--- config.mk ---
export PLATFORM = sky130hd
export DESIGN_NAME = template_tag_script_escaper
export DESIGN_NICKNAME = d
export VERILOG_FILES = /design/src/hw/rtl/tse_pkg.sv /design/src/hw/rtl/tse_front.sv /design/src/hw/rtl/tse_cmd_fifo.sv /design/src/hw/rtl/tse_back.sv /design/src/hw/rtl/template_tag_script_escaper.sv
export SDC_FILE = /design/constraint.sdc
export NUM_CORES = 1
export LEC_CHECK = 0
export BUFFER_PORTS_ARGS = -buffer_cell sky130_fd_sc_hd__buf_2
export CAP_MARGIN = 10
export CORE_MARGIN = 4
export CORE_UTILIZATION = 35
export CTS_BUF_LIST = sky130_fd_sc_hd__clkbuf_8
export DETAILED_ROUTE_END_ITERATION = 6
export GPL_ROUTABILITY_DRIVEN = 0
export MAX_ROUTING_LAYER = met4
export SYNTH_ARGS = -nofsm -noshare
export SYNTH_HDL_FRONTEND = slang
export SYNTH_HIERARCHICAL = 1
export SYNTH_SLANG_ARGS = --single-unit
--- constraint.sdc ---
create_clock -name clk -period 9.5 [get_ports clk]
set_input_delay 1.425 -clock clk [delete_from_list [all_inputs] [get_ports clk]]
set_output_delay 1.425 -clock clk [all_outputs]
set_load 0.01 [all_outputs]
--- src/hw/rtl/tse_pkg.sv ---
`default_nettype none

package tse_pkg;

  typedef struct packed {
    logic [7:0] data_byte;
    logic       doc_end;
  } in_item_t;

  typedef struct packed {
    logic [7:0] out_byte;
    logic       run_last;
  } out_item_t;

  // One command per input transaction: the segments to emit, in this order.
  typedef struct packed {
    logic       open_first;  // opening string before the first byte
    logic [1:0] pre_cnt;     // held tag prefix bytes flushed as text
    logic       close_mid;   // tag opened: closing string
    logic       open_mid;    // tag closed: opening string
    logic       q_mid;       // held '?' released in code
    logic       esc_mid;     // backslash in front of byte_val
    logic       byte_mid;    // byte_val itself
    logic [7:0] byte_val;
    logic       end_q;       // held '?' at end of document
    logic       end_open;    // opening string at end inside code
    logic [1:0] post_cnt;    // held tag prefix bytes at end of document
    logic       end_close;   // closing string at end
  } cmd_t;

  typedef enum logic [3:0] {
    SEG_OPEN_FIRST,
    SEG_PRE,
    SEG_CLOSE_MID,
    SEG_OPEN_MID,
    SEG_Q_MID,
    SEG_ESC,
    SEG_BYTE,
    SEG_END_Q,
    SEG_END_OPEN,
    SEG_POST,
    SEG_END_CLOSE
  } seg_t;

  localparam int NUM_SEG    = 11;
  localparam int SEG_W      = 4;
  localparam int CMDQ_DEPTH = 4;
  localparam int CMDQ_PTR_W = $clog2(CMDQ_DEPTH);
  localparam int OPEN_LEN   = 20;
  localparam int CLOSE_LEN  = 3;
  localparam int TAG_LEN    = 4;
  localparam int IDX_W      = $clog2(OPEN_LEN);

  localparam logic [7:0] CH_LT    = 8'h3C;
  localparam logic [7:0] CH_QMARK = 8'h3F;
  localparam logic [7:0] CH_GT    = 8'h3E;
  localparam logic [7:0] CH_BSL   = 8'h5C;
  localparam logic [7:0] CH_DQ    = 8'h22;
  localparam logic [7:0] CH_TAB   = 8'h09;
  localparam logic [7:0] CH_LF    = 8'h0A;
  localparam logic [7:0] CH_CR    = 8'h0D;
  localparam logic [7:0] CH_T     = 8'h74;
  localparam logic [7:0] CH_N     = 8'h6E;
  localparam logic [7:0] CH_R     = 8'h72;

  localparam logic [7:0] OPEN_STR [OPEN_LEN] = '{
    "o", "u", "t", "p", "u", "t", "B", "u", "f", "f",
    "e", "r", ".", "w", "r", "i", "t", "e", "(", "\""
  };

  localparam logic [7:0] CLOSE_STR [CLOSE_LEN] = '{"\"", ")", ";"};

  localparam logic [7:0] TAG_OPEN [TAG_LEN] = '{"<", "?", "j", "s"};

  function automatic logic [NUM_SEG-1:0] cmd_mask(input cmd_t c);
    logic [NUM_SEG-1:0] m;
    m                 = '0;
    m[SEG_OPEN_FIRST] = c.open_first;
    m[SEG_PRE]        = (c.pre_cnt != 2'd0);
    m[SEG_CLOSE_MID]  = c.close_mid;
    m[SEG_OPEN_MID]   = c.open_mid;
    m[SEG_Q_MID]      = c.q_mid;
    m[SEG_ESC]        = c.esc_mid;
    m[SEG_BYTE]       = c.byte_mid;
    m[SEG_END_Q]      = c.end_q;
    m[SEG_END_OPEN]   = c.end_open;
    m[SEG_POST]       = (c.post_cnt != 2'd0);
    m[SEG_END_CLOSE]  = c.end_close;
    return m;
  endfunction

endpackage

`default_nettype wire

--- src/hw/rtl/tse_front.sv ---
`default_nettype none

module tse_front
  import tse_pkg::*;
(
  input  wire logic     clk,
  input  wire logic     rst_n,
  input  wire logic     in_valid,
  output logic          in_ready,
  input  wire in_item_t in_item,
  input  wire logic     q_full,
  output logic          push,
  output cmd_t          push_cmd
);

  logic       in_code_r, in_code_nxt;
  logic [1:0] depth_r, depth_nxt;
  logic       started_r, started_nxt;

  logic       ic;
  logic [1:0] md;
  logic       ic_n;
  logic [1:0] md_n;
  logic [7:0] b;
  cmd_t       cmd;
  logic       accept;

  assign b        = in_item.data_byte;
  assign in_ready = !q_full;
  assign accept   = in_valid && in_ready;

  always_comb begin
    ic   = started_r ? in_code_r : 1'b0;
    md   = started_r ? depth_r : 2'd0;
    ic_n = ic;
    md_n = md;
    cmd            = '0;
    cmd.open_first = !started_r;
    cmd.byte_val   = b;

    if (!ic) begin
      if (b == TAG_OPEN[md]) begin
        if (md == 2'(TAG_LEN - 1)) begin
          cmd.close_mid = 1'b1;
          ic_n          = 1'b1;
          md_n          = 2'd0;
        end else begin
          md_n = md + 2'd1;
        end
      end else begin
        // flush the failed prefix, then treat the byte afresh
        cmd.pre_cnt = md;
        md_n        = 2'd0;
        if (b == CH_LT) begin
          md_n = 2'd1;
        end else begin
          cmd.byte_mid = 1'b1;
          case (b)
            CH_BSL, CH_DQ: begin
              cmd.esc_mid = 1'b1;
            end
            CH_TAB: begin
              cmd.esc_mid  = 1'b1;
              cmd.byte_val = CH_T;
            end
            CH_LF: begin
              cmd.esc_mid  = 1'b1;
              cmd.byte_val = CH_N;
            end
            CH_CR: begin
              cmd.esc_mid  = 1'b1;
              cmd.byte_val = CH_R;
            end
            default: begin
              cmd.esc_mid = 1'b0;
            end
          endcase
        end
      end
    end else begin
      if (md == 2'd0) begin
        if (b == CH_QMARK) begin
          md_n = 2'd1;
        end else begin
          cmd.byte_mid = 1'b1;
        end
      end else if (b == CH_GT) begin
        cmd.open_mid = 1'b1;
        ic_n         = 1'b0;
        md_n         = 2'd0;
      end else if (b == CH_QMARK) begin
        cmd.q_mid = 1'b1;
      end else begin
        cmd.q_mid    = 1'b1;
        cmd.byte_mid = 1'b1;
        md_n         = 2'd0;
      end
    end

    if (in_item.doc_end) begin
      cmd.end_close = 1'b1;
      if (ic_n) begin
        cmd.end_q    = (md_n != 2'd0);
        cmd.end_open = 1'b1;
      end else begin
        cmd.post_cnt = md_n;
      end
    end
  end

  always_comb begin
    in_code_nxt = in_code_r;
    depth_nxt   = depth_r;
    started_nxt = started_r;
    if (accept) begin
      if (in_item.doc_end) begin
        in_code_nxt = 1'b0;
        depth_nxt   = 2'd0;
        started_nxt = 1'b0;
      end else begin
        in_code_nxt = ic_n;
        depth_nxt   = md_n;
        started_nxt = 1'b1;
      end
    end
  end

  // drop transactions that produce nothing
  assign push     = accept && (cmd_mask(cmd) != '0);
  assign push_cmd = cmd;

  always_ff @(posedge clk) begin
    if (!rst_n) begin
      in_code_r <= 1'b0;
      depth_r   <= 2'd0;
      started_r <= 1'b0;
    end else begin
      in_code_r <= in_code_nxt;
      depth_r   <= depth_nxt;
      started_r <= started_nxt;
    end
  end

endmodule

`default_nettype wire

--- src/hw/rtl/tse_cmd_fifo.sv ---
`default_nettype none

module tse_cmd_fifo
  import tse_pkg::*;
(
  input  wire logic clk,
  input  wire logic rst_n,
  input  wire logic push,
  input  wire cmd_t push_cmd,
  output logic      full,
  input  wire logic pop,
  output logic      q_valid,
  output cmd_t      q_cmd
);

  cmd_t                  mem_r [CMDQ_DEPTH];
  logic [CMDQ_PTR_W-1:0] wr_ptr_r, wr_ptr_nxt;
  logic [CMDQ_PTR_W-1:0] rd_ptr_r, rd_ptr_nxt;
  logic [CMDQ_PTR_W:0]   count_r, count_nxt;
  logic                  do_push, do_pop;

  assign full    = (count_r == (CMDQ_PTR_W + 1)'(CMDQ_DEPTH));
  assign q_valid = (count_r != '0);
  assign q_cmd   = mem_r[rd_ptr_r];
  assign do_push = push && !full;
  assign do_pop  = pop && q_valid;

  always_comb begin
    wr_ptr_nxt = wr_ptr_r;
    rd_ptr_nxt = rd_ptr_r;
    count_nxt  = count_r;
    if (do_push) begin
      wr_ptr_nxt = (wr_ptr_r == CMDQ_PTR_W'(CMDQ_DEPTH - 1)) ? '0 : wr_ptr_r + 1'b1;
    end
    if (do_pop) begin
      rd_ptr_nxt = (rd_ptr_r == CMDQ_PTR_W'(CMDQ_DEPTH - 1)) ? '0 : rd_ptr_r + 1'b1;
    end
    if (do_push && !do_pop) begin
      count_nxt = count_r + 1'b1;
    end else if (do_pop && !do_push) begin
      count_nxt = count_r - 1'b1;
    end
  end

  always_ff @(posedge clk) begin
    if (!rst_n) begin
      wr_ptr_r <= '0;
      rd_ptr_r <= '0;
      count_r  <= '0;
    end else begin
      wr_ptr_r <= wr_ptr_nxt;
      rd_ptr_r <= rd_ptr_nxt;
      count_r  <= count_nxt;
    end
  end

  always_ff @(posedge clk) begin
    if (do_push) begin
      mem_r[wr_ptr_r] <= push_cmd;
    end
  end

endmodule

`default_nettype wire

--- src/hw/rtl/tse_back.sv ---
`default_nettype none

module tse_back
  import tse_pkg::*;
(
  input  wire logic clk,
  input  wire logic rst_n,
  input  wire logic q_valid,
  input  wire cmd_t q_cmd,
  output logic      pop,
  output logic      out_valid,
  input  wire logic out_ready,
  output out_item_t out_item
);

  logic               w_valid_r, w_valid_nxt;
  logic [NUM_SEG-1:0] mask_r, mask_nxt;
  logic [IDX_W-1:0]   idx_r, idx_nxt;
  cmd_t               w_cmd_r;
  logic               out_valid_r;
  out_item_t          out_item_r;

  seg_t               seg;
  logic [IDX_W-1:0]   last_idx;
  logic [7:0]         cur_byte;
  logic               seg_done;
  logic [NUM_SEG-1:0] rest;
  logic               run_last;
  logic               adv;
  logic               emit;
  logic               load;

  // lowest pending segment goes first
  always_comb begin
    seg = SEG_OPEN_FIRST;
    for (int i = NUM_SEG - 1; i >= 0; i--) begin
      if (mask_r[i]) begin
        seg = seg_t'(SEG_W'(i));
      end
    end
  end

  always_comb begin
    last_idx = '0;
    cur_byte = w_cmd_r.byte_val;
    case (seg)
      SEG_OPEN_FIRST, SEG_OPEN_MID, SEG_END_OPEN: begin
        last_idx = IDX_W'(OPEN_LEN - 1);
        cur_byte = OPEN_STR[idx_r];
      end
      SEG_CLOSE_MID, SEG_END_CLOSE: begin
        last_idx = IDX_W'(CLOSE_LEN - 1);
        cur_byte = CLOSE_STR[idx_r[1:0]];
      end
      SEG_PRE: begin
        last_idx = IDX_W'(w_cmd_r.pre_cnt - 2'd1);
        cur_byte = TAG_OPEN[idx_r[1:0]];
      end
      SEG_POST: begin
        last_idx = IDX_W'(w_cmd_r.post_cnt - 2'd1);
        cur_byte = TAG_OPEN[idx_r[1:0]];
      end
      SEG_Q_MID, SEG_END_Q: begin
        cur_byte = CH_QMARK;
      end
      SEG_ESC: begin
        cur_byte = CH_BSL;
      end
      SEG_BYTE: begin
        cur_byte = w_cmd_r.byte_val;
      end
      default: begin
        cur_byte = w_cmd_r.byte_val;
      end
    endcase
  end

  assign seg_done = (idx_r == last_idx);
  assign rest     = mask_r & ~(NUM_SEG'(1) << seg);
  assign run_last = seg_done && (rest == '0);
  assign adv      = !out_valid_r || out_ready;
  assign emit     = w_valid_r && adv;
  assign load     = q_valid && (!w_valid_r || (emit && run_last));
  assign pop      = load;

  always_comb begin
    w_valid_nxt = w_valid_r;
    mask_nxt    = mask_r;
    idx_nxt     = idx_r;
    if (load) begin
      w_valid_nxt = 1'b1;
      mask_nxt    = cmd_mask(q_cmd);
      idx_nxt     = '0;
    end else if (emit) begin
      if (run_last) begin
        w_valid_nxt = 1'b0;
      end
      if (seg_done) begin
        mask_nxt = rest;
        idx_nxt  = '0;
      end else begin
        idx_nxt = idx_r + 1'b1;
      end
    end
  end

  always_ff @(posedge clk) begin
    if (!rst_n) begin
      w_valid_r   <= 1'b0;
      mask_r      <= '0;
      idx_r       <= '0;
      out_valid_r <= 1'b0;
    end else begin
      w_valid_r <= w_valid_nxt;
      mask_r    <= mask_nxt;
      idx_r     <= idx_nxt;
      if (adv) begin
        out_valid_r <= emit;
      end
    end
  end

  always_ff @(posedge clk) begin
    if (load) begin
      w_cmd_r <= q_cmd;
    end
    if (emit) begin
      out_item_r.out_byte <= cur_byte;
      out_item_r.run_last <= run_last;
    end
  end

  assign out_valid = out_valid_r;
  assign out_item  = out_item_r;

endmodule

`default_nettype wire

--- src/hw/rtl/template_tag_script_escaper.sv ---
// A byte's command passes the queue, the back end's working register and the output register.
// Throughput: one result byte per cycle while out_ready does not stall; an input byte is taken
// every cycle while the four-entry command queue has room, so the output port sets the sustained
// rate (most bytes give one or two results, a fixed string up to 20).
// Reset: synchronous, active low; clears the tag state, the queue and the output register.
`default_nettype none

module template_tag_script_escaper
  import tse_pkg::*;
(
  input  wire logic      clk,
  input  wire logic      rst_n,
  input  wire logic      in_valid,
  output logic           in_ready,
  input  wire in_item_t  in_item,
  output logic           out_valid,
  input  wire logic      out_ready,
  output out_item_t      out_item
);

  logic push;
  cmd_t push_cmd;
  logic q_full;
  logic pop;
  logic q_valid;
  cmd_t q_cmd;

  tse_front u_front (
    .clk      (clk),
    .rst_n    (rst_n),
    .in_valid (in_valid),
    .in_ready (in_ready),
    .in_item  (in_item),
    .q_full   (q_full),
    .push     (push),
    .push_cmd (push_cmd)
  );

  tse_cmd_fifo u_fifo (
    .clk      (clk),
    .rst_n    (rst_n),
    .push     (push),
    .push_cmd (push_cmd),
    .full     (q_full),
    .pop      (pop),
    .q_valid  (q_valid),
    .q_cmd    (q_cmd)
  );

  tse_back u_back (
    .clk       (clk),
    .rst_n     (rst_n),
    .q_valid   (q_valid),
    .q_cmd     (q_cmd),
    .pop       (pop),
    .out_valid (out_valid),
    .out_ready (out_ready),
    .out_item  (out_item)
  );

endmodule

`default_nettype wire

==> results of run 1 <==
-- layout by cell type, fill, tap and decap left out, types with 4 or more instances in the layout --
cell      Yosys  routed
a211oi_1      7       7
a21boi_0      5       5
a21oi_1      15      15
and2_1        9       9
and3_1        7       7
buf_2        11      23
clkbuf_8      0      17
dfxtp_1      31      31
edfxtp_1    105     105
ha_1         14      14
inv_1        24      25
inv_6         0       4
mux2i_1       6       6
mux4_1        6       6
mux4_2       16      16
nand2_1      39      39
nand2b_1      9       9
nand3_1      14      14
nand4b_1      4       4
nor2_1       47      47
nor2b_1       7       7
nor3_1       10      10
nor4_1        7       7
o211ai_1     10      10
o211ai_2      6       6
o21a_1        5       5
o21ai_0      21      21
o21ai_1       4       4
o221ai_1      6       6
o22ai_1       4       4
o31ai_1       6       6
or3_1         6       6
or4_1         5       5
xor2_1        4       4
-- metrics by stage --
| stage | worst slack [ps] | instance area [um^2] | utilization, % | hold WS [ps] |
|---|---|---|---|---|
| 2_1_floorplan | 5120 | 7040 | - | 468 |
| 3_3_place_gp | 4890 | 7290 | 37.2 | 487 |
| 3_5_place_dp | 4760 | 7290 | 37.2 | 507 |
| 4_1_cts | 4860 | 7660 | 39.1 | 520 |
| 5_1_grt | 4530 | 7660 | 39.1 | 539 |
| 6_report | 4870 | 7660 | 39.1 | 513 |
-- Yosys cell counts, types with 10 or more instances --
library cell	number
mux4_2	16
nand3_1	14
o211ai_1	10
dfxtp_1	31
buf_2	11
nor2_1	47
inv_1	24
o21ai_0	21
ha_1	14
edfxtp_1	105
a21oi_1	15
clkbuf_1	17
nand2_1	39
nor3_1	10
-- routing by layer --
layer	up-vias	share of wire (%)	GRT usage [%]
li1	2235	-	-
met1	2312	46	17.7
met2	124	49	22.9
met3	15	3.6	3.36
met4	0	1.3	4.21
met5	-	0	-
-- cell type report --
class | count | area (um^2)
repair buffers | 25 | 130
multi-input cells | 374 | 2960
flip-flops and latches | 136 | 3770
fillers | 1882 | 11900
well taps | 265 | 332
inverters | 25 | 93.8
clock buffers | 17 | 234
clock inverters | 15 | 140
-- worst max-delay path: cells and delay by family (launching register included) --
family / cells / cell delay [ps]
buffers and inverters: 2 / 310
adder cells (fa/ha/maj): 2 / 670
flip-flops: 1 / 410
AO/OA/AOI/OAI: 7 / 1940
XOR/XNOR: 1 / 180
multiplexers: 1 / 230
AND/OR/NAND/NOR: 2 / 820
-- cell families after synthesis --
family | synth area share [%]
simple gates | 14.6
flops | 53.6
compound gates | 15.3
buf+inv | 4.36
mux | 8.43
fa+ha+maj | 2.93
xor+xnor | 0.747
-- report_power, final --
group          switching [mW]  total [mW]  internal, mW  leakage, nW
registers              0.0796       0.881         0.801         1.22
logic                   0.490       0.796         0.307         1.15
clock network           0.234       0.446         0.211        0.186
-- flip-flops by register name, summed over array words and instances, names as in the netlist, named ones only --
| signal | cells |
|---|---|
| u_back/idx_r | 5 |
| u_back/mask_r | 11 |
| u_back/out_item | 9 |
| u_back/out_valid | 1 |
| u_back/w_cmd_r | 12 |
| u_back/w_valid_r | 1 |
| u_fifo/count_r | 3 |
| u_fifo/mem_r | 84 |
| u_fifo/rd_ptr_r | 2 |
| u_fifo/wr_ptr_r | 2 |
| u_front/depth_r | 2 |
| u_front/in_code_r | 1 |
| u_front/started_r | 1 |
-- worst min path at each step --
stage / start / endpoint / slack [ps] / cells after the start
2_1_floorplan: u_fifo/wr_ptr_r[1] / u_fifo/wr_ptr_r[1] / 470 / 2
3_3_place_gp: u_fifo/wr_ptr_r[1] / u_fifo/wr_ptr_r[1] / 490 / 2
3_5_place_dp: u_fifo/wr_ptr_r[1] / u_fifo/wr_ptr_r[1] / 510 / 2
4_1_cts: u_fifo/wr_ptr_r[1] / u_fifo/wr_ptr_r[1] / 520 / 2
5_1_grt: u_fifo/wr_ptr_r[1] / u_fifo/wr_ptr_r[1] / 540 / 2
6_report: u_fifo/wr_ptr_r[1] / u_fifo/wr_ptr_r[1] / 510 / 2
==> qor.yml, run 1 <==
layout:
  fin_cells: 857
  antenna_cells: 0
  drive_gt1_share_pct: 16.7
  fin_nets: 607
  area.growth.synth_to_final_pct: 8.85
sta:
  fmax_mhz: 216
  finalClockSkew_ps: 12.6
  hold_viol: 0
  tns_ps: 0
  slew_violations: 0
  slew_headroom_pct: 22.4
  rsz0062_at_grt: "false"
  min_period_ps: 4630
  setup_violations: 0
  worstMarginPinSlew_ps: 1160
  period_share_pct: 48.7
yosys:
  yosysTopAreaCell: "edfxtp_1"
  avgSynthCellArea_um2: 12.3
  async_reset_ff_share_pct: 0
  syn_nets: 601
  synth_ff_type: "edfxtp_1"
  synth_top_area_share_pct: 44.8
  ys_ff_latch: 136
  synth_warnings: 6
  synth_area_leaders: "edfxtp_1, dfxtp_1, mux4_2"
  synth_edf_count: 105
  synth_cells: 573
  ys_types: 84
  synth-seq-area-share_pct: 53.6
  syn_area_um2: 7040
routing:
  drcViolationCount: 0
  wl_um: 14800
  drt_iter0_markers: 376
  vias: 4686
  dr.pass1.iters: 5
  ant_nets: 0
  via_per_inst: 5.47
  wl_per_cell_um: 17.3
die:
  die_w_um: 150
  die-area_um2: 22400
  ios: 24
  initial_core_util_pct: 35.9
  std_cell_rows: 51
  coreArea_um2: 19600
  die_y_um: 150
clock_tree:
  cts.path.max_buffers: 2
  hold_buffers: 0
  cts_max_level: 4
  clkTransAtPathRegs_ps: 80
  cts_resized: 0
  cts_tree: "done"
  post_cts_buffers: 0
  cts_root_buf: "clkbuf_8"
  clock-sinks: 136
  cts_buffers: 17
  clock_latency_ps: 440
global_routing:
  antenna_found_initial: 0
  gr-total-overflow: 0
  grt_start_max_net_pins: 30
  track_usage_pct: 14.1
  grt_pass1_vias: 4682
  grt_pass1_wl_um: 24200
setup_path:
  r2r_cells: 15
  critPathLaunchType: "flip-flop"
  worstSetupPathType: "flip-flop to flip-flop"
  crit_path_end: "u_fifo/count_r[2]"
  ff2ff_setup_slack_ps: 4870
  cp_cell_sequence: "nor3b_1, o22ai_1, o221ai_1, o211ai_1, a32o_1, mux2i_1, a211oi_2, buf_4, o31ai_1, ha_1, inv_1, fa_1, xor2_1, or3_2, a21boi_0"
  path_max_fanout: 26
  timing.rr.end: "u_fifo/count_r[2]"
  crit_required_ps: 9870
  cp_slowest_stage_delay_ps: 800
  worst_setup_path_end_kind: "flip-flop"
  cp.arrival_ps: 4990
  r2r-start: "u_back/mask_r[10]"
  crit_slowest_cell: "o221ai_1"
  crit_start: "u_back/mask_r[10]"
place:
  port-buffer-count: 23
  place_hpwl_um: 10300
  dp.cells: 825
power_and_ir_drop:
  power.static_leakage_nw: 2.55
  ir_worst_vdd_mv: 0.110
  total_power_mw: 2.12
  power_density_nw_per_um2: 277
hold_path:
  holdCritPathClass: "flip-flop to flip-flop"
job:
  drv_cap: 0
run_status:
  outcome: "finished clean"
Note: power is estimated with default switching activity, not from simulation.
==> run 2: changes to the inputs <==
Clock period 9.5 ns to 4.85 ns, I/O delays scaled along.
==> run 2 against run 1 <==
Compared with the run above: via count rose by 0.58%; clock skew down 2.7 ps; die area is the same; non-clock buffer count up 5; wire length is 0.43% lower; cell area is 1.2% higher; global-route usage rose by 0.22 points; total power up 100%; core utilization is 0.45 points higher; clock power up 120%; sequential power is 95% higher; register-to-register slack got worse by 4300 ps; highest routed layer unchanged.
==> qor.yml, run 2 (same netlist as run 1, synthesis figures left out) <==
clock_tree:
  clock_latency_ps: 450  # was 440 ps
  cts_buffers: 17  # unchanged
  post_cts_buffers: 0  # unchanged
  cts_root_buf: "clkbuf_8"  # unchanged
  hold_buffers: 0  # unchanged
  clkTransAtPathRegs_ps: 80  # about the same
  clock-sinks: 136  # unchanged
  cts.path.max_buffers: 2  # unchanged
  cts_tree: "done"  # unchanged
  cts_resized: 0  # unchanged
  cts_max_level: 4  # unchanged
layout:
  fin_nets: 612  # was 607
  n_fill_cell: 1879  # was 1882
  drive_gt1_share_pct: 17.8  # was 16.7%
  mostFrequentLayoutCell: "edfxtp_1"  # unchanged
  layout_common_cells: "edfxtp_1, nor2_1, nand2_1"  # unchanged
  fin_cells: 862  # was 857
  largest_reg_flops: 84  # unchanged
  largest_register: "u_fifo/mem_r"  # unchanged
  post-route-util_pct: 39.6  # was 39.1%
  area.growth.synth_to_final_pct: 10.1  # was 8.85%
  top_regs: "u_fifo/mem_r (84), u_back/w_cmd_r (12), u_back/mask_r (11)"  # unchanged
  stdcell_area_um2: 7750  # was 7660 um^2
  regArea_um2: 3770  # unchanged
  multi_input_area_um2: 2960  # unchanged
  antenna_cells: 0  # unchanged
sta:
  finalClockSkew_ps: 9.83  # was 12.6 ps
  period_share_pct: 89.0  # was 48.7%
  rsz0062_at_grt: "false"  # unchanged
  slew_headroom_pct: 27.0  # was 22.4%
  fmax_mhz: 232  # was 216 MHz
  min_period_ps: 4320  # was 4630 ps
  tns_ps: 0  # unchanged
  setup_violations: 0  # unchanged
  worstMarginPinSlew_ps: 1090  # was 1160 ps
  slew_violations: 0  # unchanged
  hold_viol: 0  # unchanged
setup_path:
  crit_slowest_cell: "or3b_2"  # was o221ai_1
  cp_cell_sequence: "or3b_2, a21boi_0, a31oi_1, o21ai_0, nand2_1, mux2i_1, a211oi_2, o31ai_1, ha_1, inv_1, fa_1, xor2_1, or3_2, a21boi_0"  # was nor3b_1, o22ai_1, o221ai_1, o211ai_1, a32o_1, mux2i_1, a211oi_2, buf_4, o31ai_1, ha_1, inv_1, fa_1, xor2_1, or3_2, a21boi_0
  ff2ff_setup_slack_ps: 530  # was 4870 ps
  crit_top_cell: "a21boi_0"
  worst_setup_path_end_kind: "flip-flop"  # unchanged
  path_max_fanout: 9  # was 26
  crit_required_ps: 5220  # was 9870 ps
  cp_slowest_stage_delay_ps: 510  # was 800 ps
  r2r-start: "u_back/mask_r[10]"  # unchanged
  critPathLaunchType: "flip-flop"  # unchanged
  worstSetupPathType: "flip-flop to flip-flop"  # unchanged
  cp.arrival_ps: 4690  # was 4990 ps
  r2r_cells: 14  # was 15
  timing.rr.end: "u_fifo/count_r[2]"  # unchanged
global_routing:
  grt_start_max_net_pins: 30  # unchanged
  antenna_found_initial: 0  # unchanged
  grt_pass1_vias: 4660  # was 4682
  gr-total-overflow: 0  # unchanged
  track_usage_pct: 14.3  # was 14.1%
  grt_pass1_wl_um: 24300  # was 24200 um
routing:
  wl_um: 14700  # was 14800 um
  dr.pass1.iters: 6  # was 5
  via_per_inst: 5.47  # about the same
  drcViolationCount: 0  # unchanged
  ant_nets: 0  # unchanged
  drt_iter0_markers: 396  # was 376
  wl_per_cell_um: 17.1  # was 17.3 um
  vias: 4713  # was 4686
place:
  port-buffer-count: 23  # unchanged
  detailed_place.area_um2: 7320  # was 7290 um^2
  dp.cells: 830  # was 825
  place_hpwl_um: 10200  # was 10300 um
run_status:
  outcome: "finished clean"  # unchanged
hold_path:
  hold_end: "u_fifo/wr_ptr_r[1]"  # unchanged
  hold_path.startpoint: "u_fifo/wr_ptr_r[1]"  # unchanged
  hold_depth: 2  # unchanged
  holdCritPathClass: "flip-flop to flip-flop"  # unchanged
die:
  die_w_um: 150  # unchanged
  std_cell_rows: 51  # unchanged
  initial_core_util_pct: 35.9  # unchanged
  die-area_um2: 22400  # unchanged
  ios: 24  # unchanged
  die_y_um: 150  # unchanged
  coreArea_um2: 19600  # unchanged
job:
  drv_cap: 0  # unchanged
power_and_ir_drop:
  power_density_nw_per_um2: 550  # was 277 nW/um^2
  power.static_leakage_nw: 2.60  # was 2.55 nW
  ir_worst_vdd_mv: 0.183  # was 0.110 mV
run 2: worst max path at each step:
stage,startpoint,endpoint,depth (start not counted)
finish,u_back/mask_r[10],u_fifo/count_r[2],14
global route,u_back/mask_r[10],u_fifo/count_r[2],14
floorplan,u_back/mask_r[5],u_fifo/count_r[2],17
detailed placement,u_back/mask_r[9],u_fifo/count_r[2],14
global placement,u_back/mask_r[10],u_fifo/count_r[2],14
CTS,u_back/mask_r[9],u_fifo/count_r[2],14
run 2: critical path: cells and delay by family (launching register included):
| family | cells | cell delay, ps |
|---|---|---|
| xor gates and xnor gates | 1 | 170 |
| buffers and inverters | 1 | 60 |
| muxes | 1 | 310 |
| DFF | 1 | 420 |
| and+or+nand+nor | 3 | 1230 |
| AOI/OAI and AO/OA | 6 | 1380 |
| adders and majority gates | 2 | 680 |
run 2: final cells by class:
| class | instances | share of cell area (%) |
|---|---|---|
| flip-flops and latches | 136 | 48.7 |
| multi-input cells | 374 | 38.2 |
| clock buffers | 17 | 3.02 |
| well taps | 265 | 4.28 |
| clock inverters | 15 | 2.47 |
| inverters | 25 | 1.21 |
| repair buffers | 30 | 2.16 |
run 2: layer usage:
| layer | vias to the layer above | routed length (um) | share of wire, % | global-route usage, % |
|---|---|---|---|---|
| li1 | 2241 | - | - | - |
| met1 | 2326 | 6860 | 47 | 18.5 |
| met2 | 122 | 6960 | 47 | 22.3 |
| met3 | 24 | 669 | 4.5 | 3.42 |
| met4 | 0 | 246 | 1.7 | 4.99 |
| met5 | - | 0 | 0 | - |
run 2: where the power goes:
part / internal, mW / switching (mW) / total [mW] / leakage [nW]
clock network: 0.519 / 0.459 / 0.979 / 0.203
registers: 1.57 / 0.155 / 1.72 / 1.23
logic: 0.614 / 0.951 / 1.56 / 1.17
total: 2.70 / 1.56 / 4.26 / 2.60
run 2: through the flow:
step           hold slack, ps  worst slack [ps]  total power, mW
5_1_grt                   565               207             4.57
4_1_cts                   507               583             4.30
6_report                  499               535             4.26
3_3_place_gp              484               700             3.28
2_1_floorplan             468               688             2.91
3_5_place_dp              496               605             3.31
==> run 3: changes to the inputs <==
Settings changed: ABC_AREA set to 1.
==> run 3 against run 2 <==
Compared with the run above: synthesized area decreased by 0.44%; combinational power rose by 32%; hold slack improved by 5.1 ps; count of clock-buffer cells in the layout did not move; clock skew down 0.58 ps; sequential share of layout area is 0.10 points higher; via count rose by 12%; clock power decreased by 2.0%; die area decreased by 0.42%; final cell count up 25%; non-clock buffer count unchanged.
==> qor.yml, run 3 <==
routing:
  wl_per_cell_um: 14.4  # was 17.1 um
  drt_iter0_markers: 342  # was 396
  drcViolationCount: 0  # unchanged
  via_per_inst: 4.90  # was 5.47
  wl_um: 15500  # was 14700 um
  vias: 5281  # was 4713
  ant_nets: 0  # unchanged
  dr.pass1.iters: 5  # was 6
die:
  coreArea_um2: 19600  # unchanged
  initial_core_util_pct: 35.8  # was 35.9%
  die-area_um2: 22300  # was 22400 um^2
  std_cell_rows: 51  # unchanged
  die_w_um: 149  # was 150 um
  ios: 24  # unchanged
  die_y_um: 149  # was 150 um
yosys:
  avgSynthCellArea_um2: 9.04  # was 12.3 um^2
  synth_edf_count: 105  # unchanged
  synth_area_leaders: "edfxtp_1, dfxtp_1, nand2_1"  # was edfxtp_1, dfxtp_1, mux4_2
  synth_top_area_share_pct: 45.0  # was 44.8%
  syn_area_um2: 7010  # was 7040 um^2
  synth_cells: 775  # was 573
  synth_warnings: 6  # unchanged
  synth-seq-area-share_pct: 53.9  # was 53.6%
  synth_most_common_cell: "nand2_1"  # was edfxtp_1
  yosysTopAreaCell: "edfxtp_1"  # unchanged
  ys_types: 45  # was 84
  synth_ff_type: "edfxtp_1"  # unchanged
  ys_ff_latch: 136  # unchanged
  syn_nets: 803  # was 601
  async_reset_ff_share_pct: 0  # unchanged
  synthTopCellsByCount: "nand2_1, edfxtp_1, inv_1"  # was edfxtp_1, nor2_1, nand2_1
clock_tree:
  clkTransAtPathRegs_ps: 70  # was 80 ps
  cts_max_level: 4  # unchanged
  hold_buffers: 0  # unchanged
  cts_tree: "done"  # unchanged
  clock-sinks: 136  # unchanged
  cts_resized: 0  # unchanged
  cts_root_buf: "clkbuf_8"  # unchanged
  cts_buffers: 17  # unchanged
  clock_latency_ps: 430  # was 450 ps
  post_cts_buffers: 0  # unchanged
  cts.path.max_buffers: 2  # unchanged
layout:
  mostFrequentLayoutCell: "nand2_1"  # was edfxtp_1
  fin_nets: 827  # was 612
  largest_reg_flops: 84  # unchanged
  drive_gt1_share_pct: 13.9  # was 17.8%
  area.growth.synth_to_final_pct: 10.4  # was 10.1%
  top_regs: "u_fifo/mem_r (84), u_back/w_cmd_r (12), u_back/mask_r (11)"  # unchanged
  antenna_cells: 0  # unchanged
  layout_common_cells: "nand2_1, edfxtp_1, inv_1"  # was edfxtp_1, nor2_1, nand2_1
  largest_register: "u_fifo/mem_r"  # unchanged
  fin_cells: 1077  # was 862
  post-route-util_pct: 39.5  # was 39.6%
sta:
  slew_headroom_pct: 53.3  # was 27.0%
  fmax_mhz: 260  # was 232 MHz
  period_share_pct: 79.3  # was 89.0%
  min_period_ps: 3840  # was 4320 ps
  slew_violations: 0  # unchanged
  worstMarginPinSlew_ps: 693  # was 1090 ps
  tns_ps: 0  # unchanged
  setup_violations: 0  # unchanged
  hold_viol: 0  # unchanged
  finalWorstSetupSlack_ps: 1010  # was 535 ps
  finalClockSkew_ps: 9.25  # was 9.83 ps
  rsz0062_at_grt: "false"  # unchanged
run_status:
  outcome: "finished clean"  # unchanged
global_routing:
  grt_pass1_vias: 4886  # was 4660
  grt_start_max_net_pins: 43  # was 30
  track_usage_pct: 14.7  # was 14.3%
  antenna_found_initial: 0  # unchanged
  gr-total-overflow: 0  # unchanged
  grt_pass1_wl_um: 24800  # was 24300 um
setup_path:
  cp.arrival_ps: 4170  # was 4690 ps
  worst_setup_path_end_kind: "flip-flop"  # unchanged
  worstSetupPathType: "flip-flop to flip-flop"  # unchanged
  critPathLaunchType: "flip-flop"  # unchanged
  crit_required_ps: 5180  # was 5220 ps
  path_max_fanout: 14  # was 9
power_and_ir_drop:
  power_density_nw_per_um2: 612  # was 550 nW/um^2
  ir_worst_vdd_mv: 0.217  # was 0.183 mV
  power.static_leakage_nw: 3.21  # was 2.60 nW
  total_power_mw: 4.73  # was 4.26 mW
hold_path:
  holdCritPathClass: "flip-flop to flip-flop"  # unchanged
place:
  post-place-ws_ps: 992  # was 605 ps
  place_hpwl_um: 11200  # was 10200 um
  port-buffer-count: 23  # unchanged
  dp.cells: 1045  # was 830
job:
  drv_cap: 0  # unchanged
## run 3: power by group
group / internal, mW / switching, mW / leakage, nW / total (mW)
clock: 0.512 / 0.447 / 0.206 / 0.959
combinational: 0.636 / 1.42 / 1.78 / 2.06
sequential: 1.59 / 0.130 / 1.23 / 1.72
## run 3: final timing paths
| kind | start | end | slack, ps | depth (start not counted) |
|---|---|---|---|---|
| setup / recovery | u_back/mask_r[5] | u_fifo/count_r[1] | 1010 | 22 |
| hold reg to reg | u_back/out_valid | u_back/out_valid | 500 | 2 |
| hold / removal | u_back/out_valid | u_back/out_valid | 500 | 2 |
| setup reg to reg | u_back/mask_r[5] | u_fifo/count_r[1] | 1010 | 22 |
## run 3: cells by family (layout without fill, tap and decap cells)
kind of cell | Yosys count | after routing | share of synthesized area, %
xor+xnor | 3 | 3 | 0.375
fa+ha+maj | 15 | 15 | 2.79
buf+inv | 137 | 174 | 8.93
simple gates | 349 | 349 | 23.1
flops | 136 | 136 | 53.9
compound gates | 135 | 135 | 10.9
## run 3: area by class of cell
type                       instances  area, um^2
clock buffer                      17         234
clock inverter                    15         178
fill                            1937       11900
inverter                         112         432
multi-input combinational        502        2620
sequential                       136        3770
tap                              265         332
timing repair buffer              30         168
## run 3: critical path: stages, from the launching register on
cell	delay, ps
dfxtp_1	370
inv_1	100
nand3_1	110
inv_1	70
nor2_4	220
inv_2	100
nand4_1	150
nand2_2	110
inv_2	120
nand3_1	80
nand2_1	60
nand2_1	60
nor2_2	110
nand4_1	130
nand2_2	220
nand2_2	180
inv_1	440
nand2_2	160
ha_1	220
inv_1	80
fa_1	410
o21ai_0	160
nor2_1	50
## run 3: metrics by stage
stage / hold slack (ps) / area [um^2]
final: 504 / 7730
after global routing: 532 / 7730
after CTS: 502 / 7730
after detailed placement: 491 / 7320
after global placement: 478 / 7320
after floorplan: 470 / 7010
## run 3: layer usage
layer / vias up / routed length (um) / global-route usage [%]
met1: 2448 / 7070 / 18.9
met2: 152 / 7450 / 23.6
met3: 10 / 776 / 3.66
met5: - / 0 / -
met4: 0 / 159 / 3.66
li1: 2671 / - / -
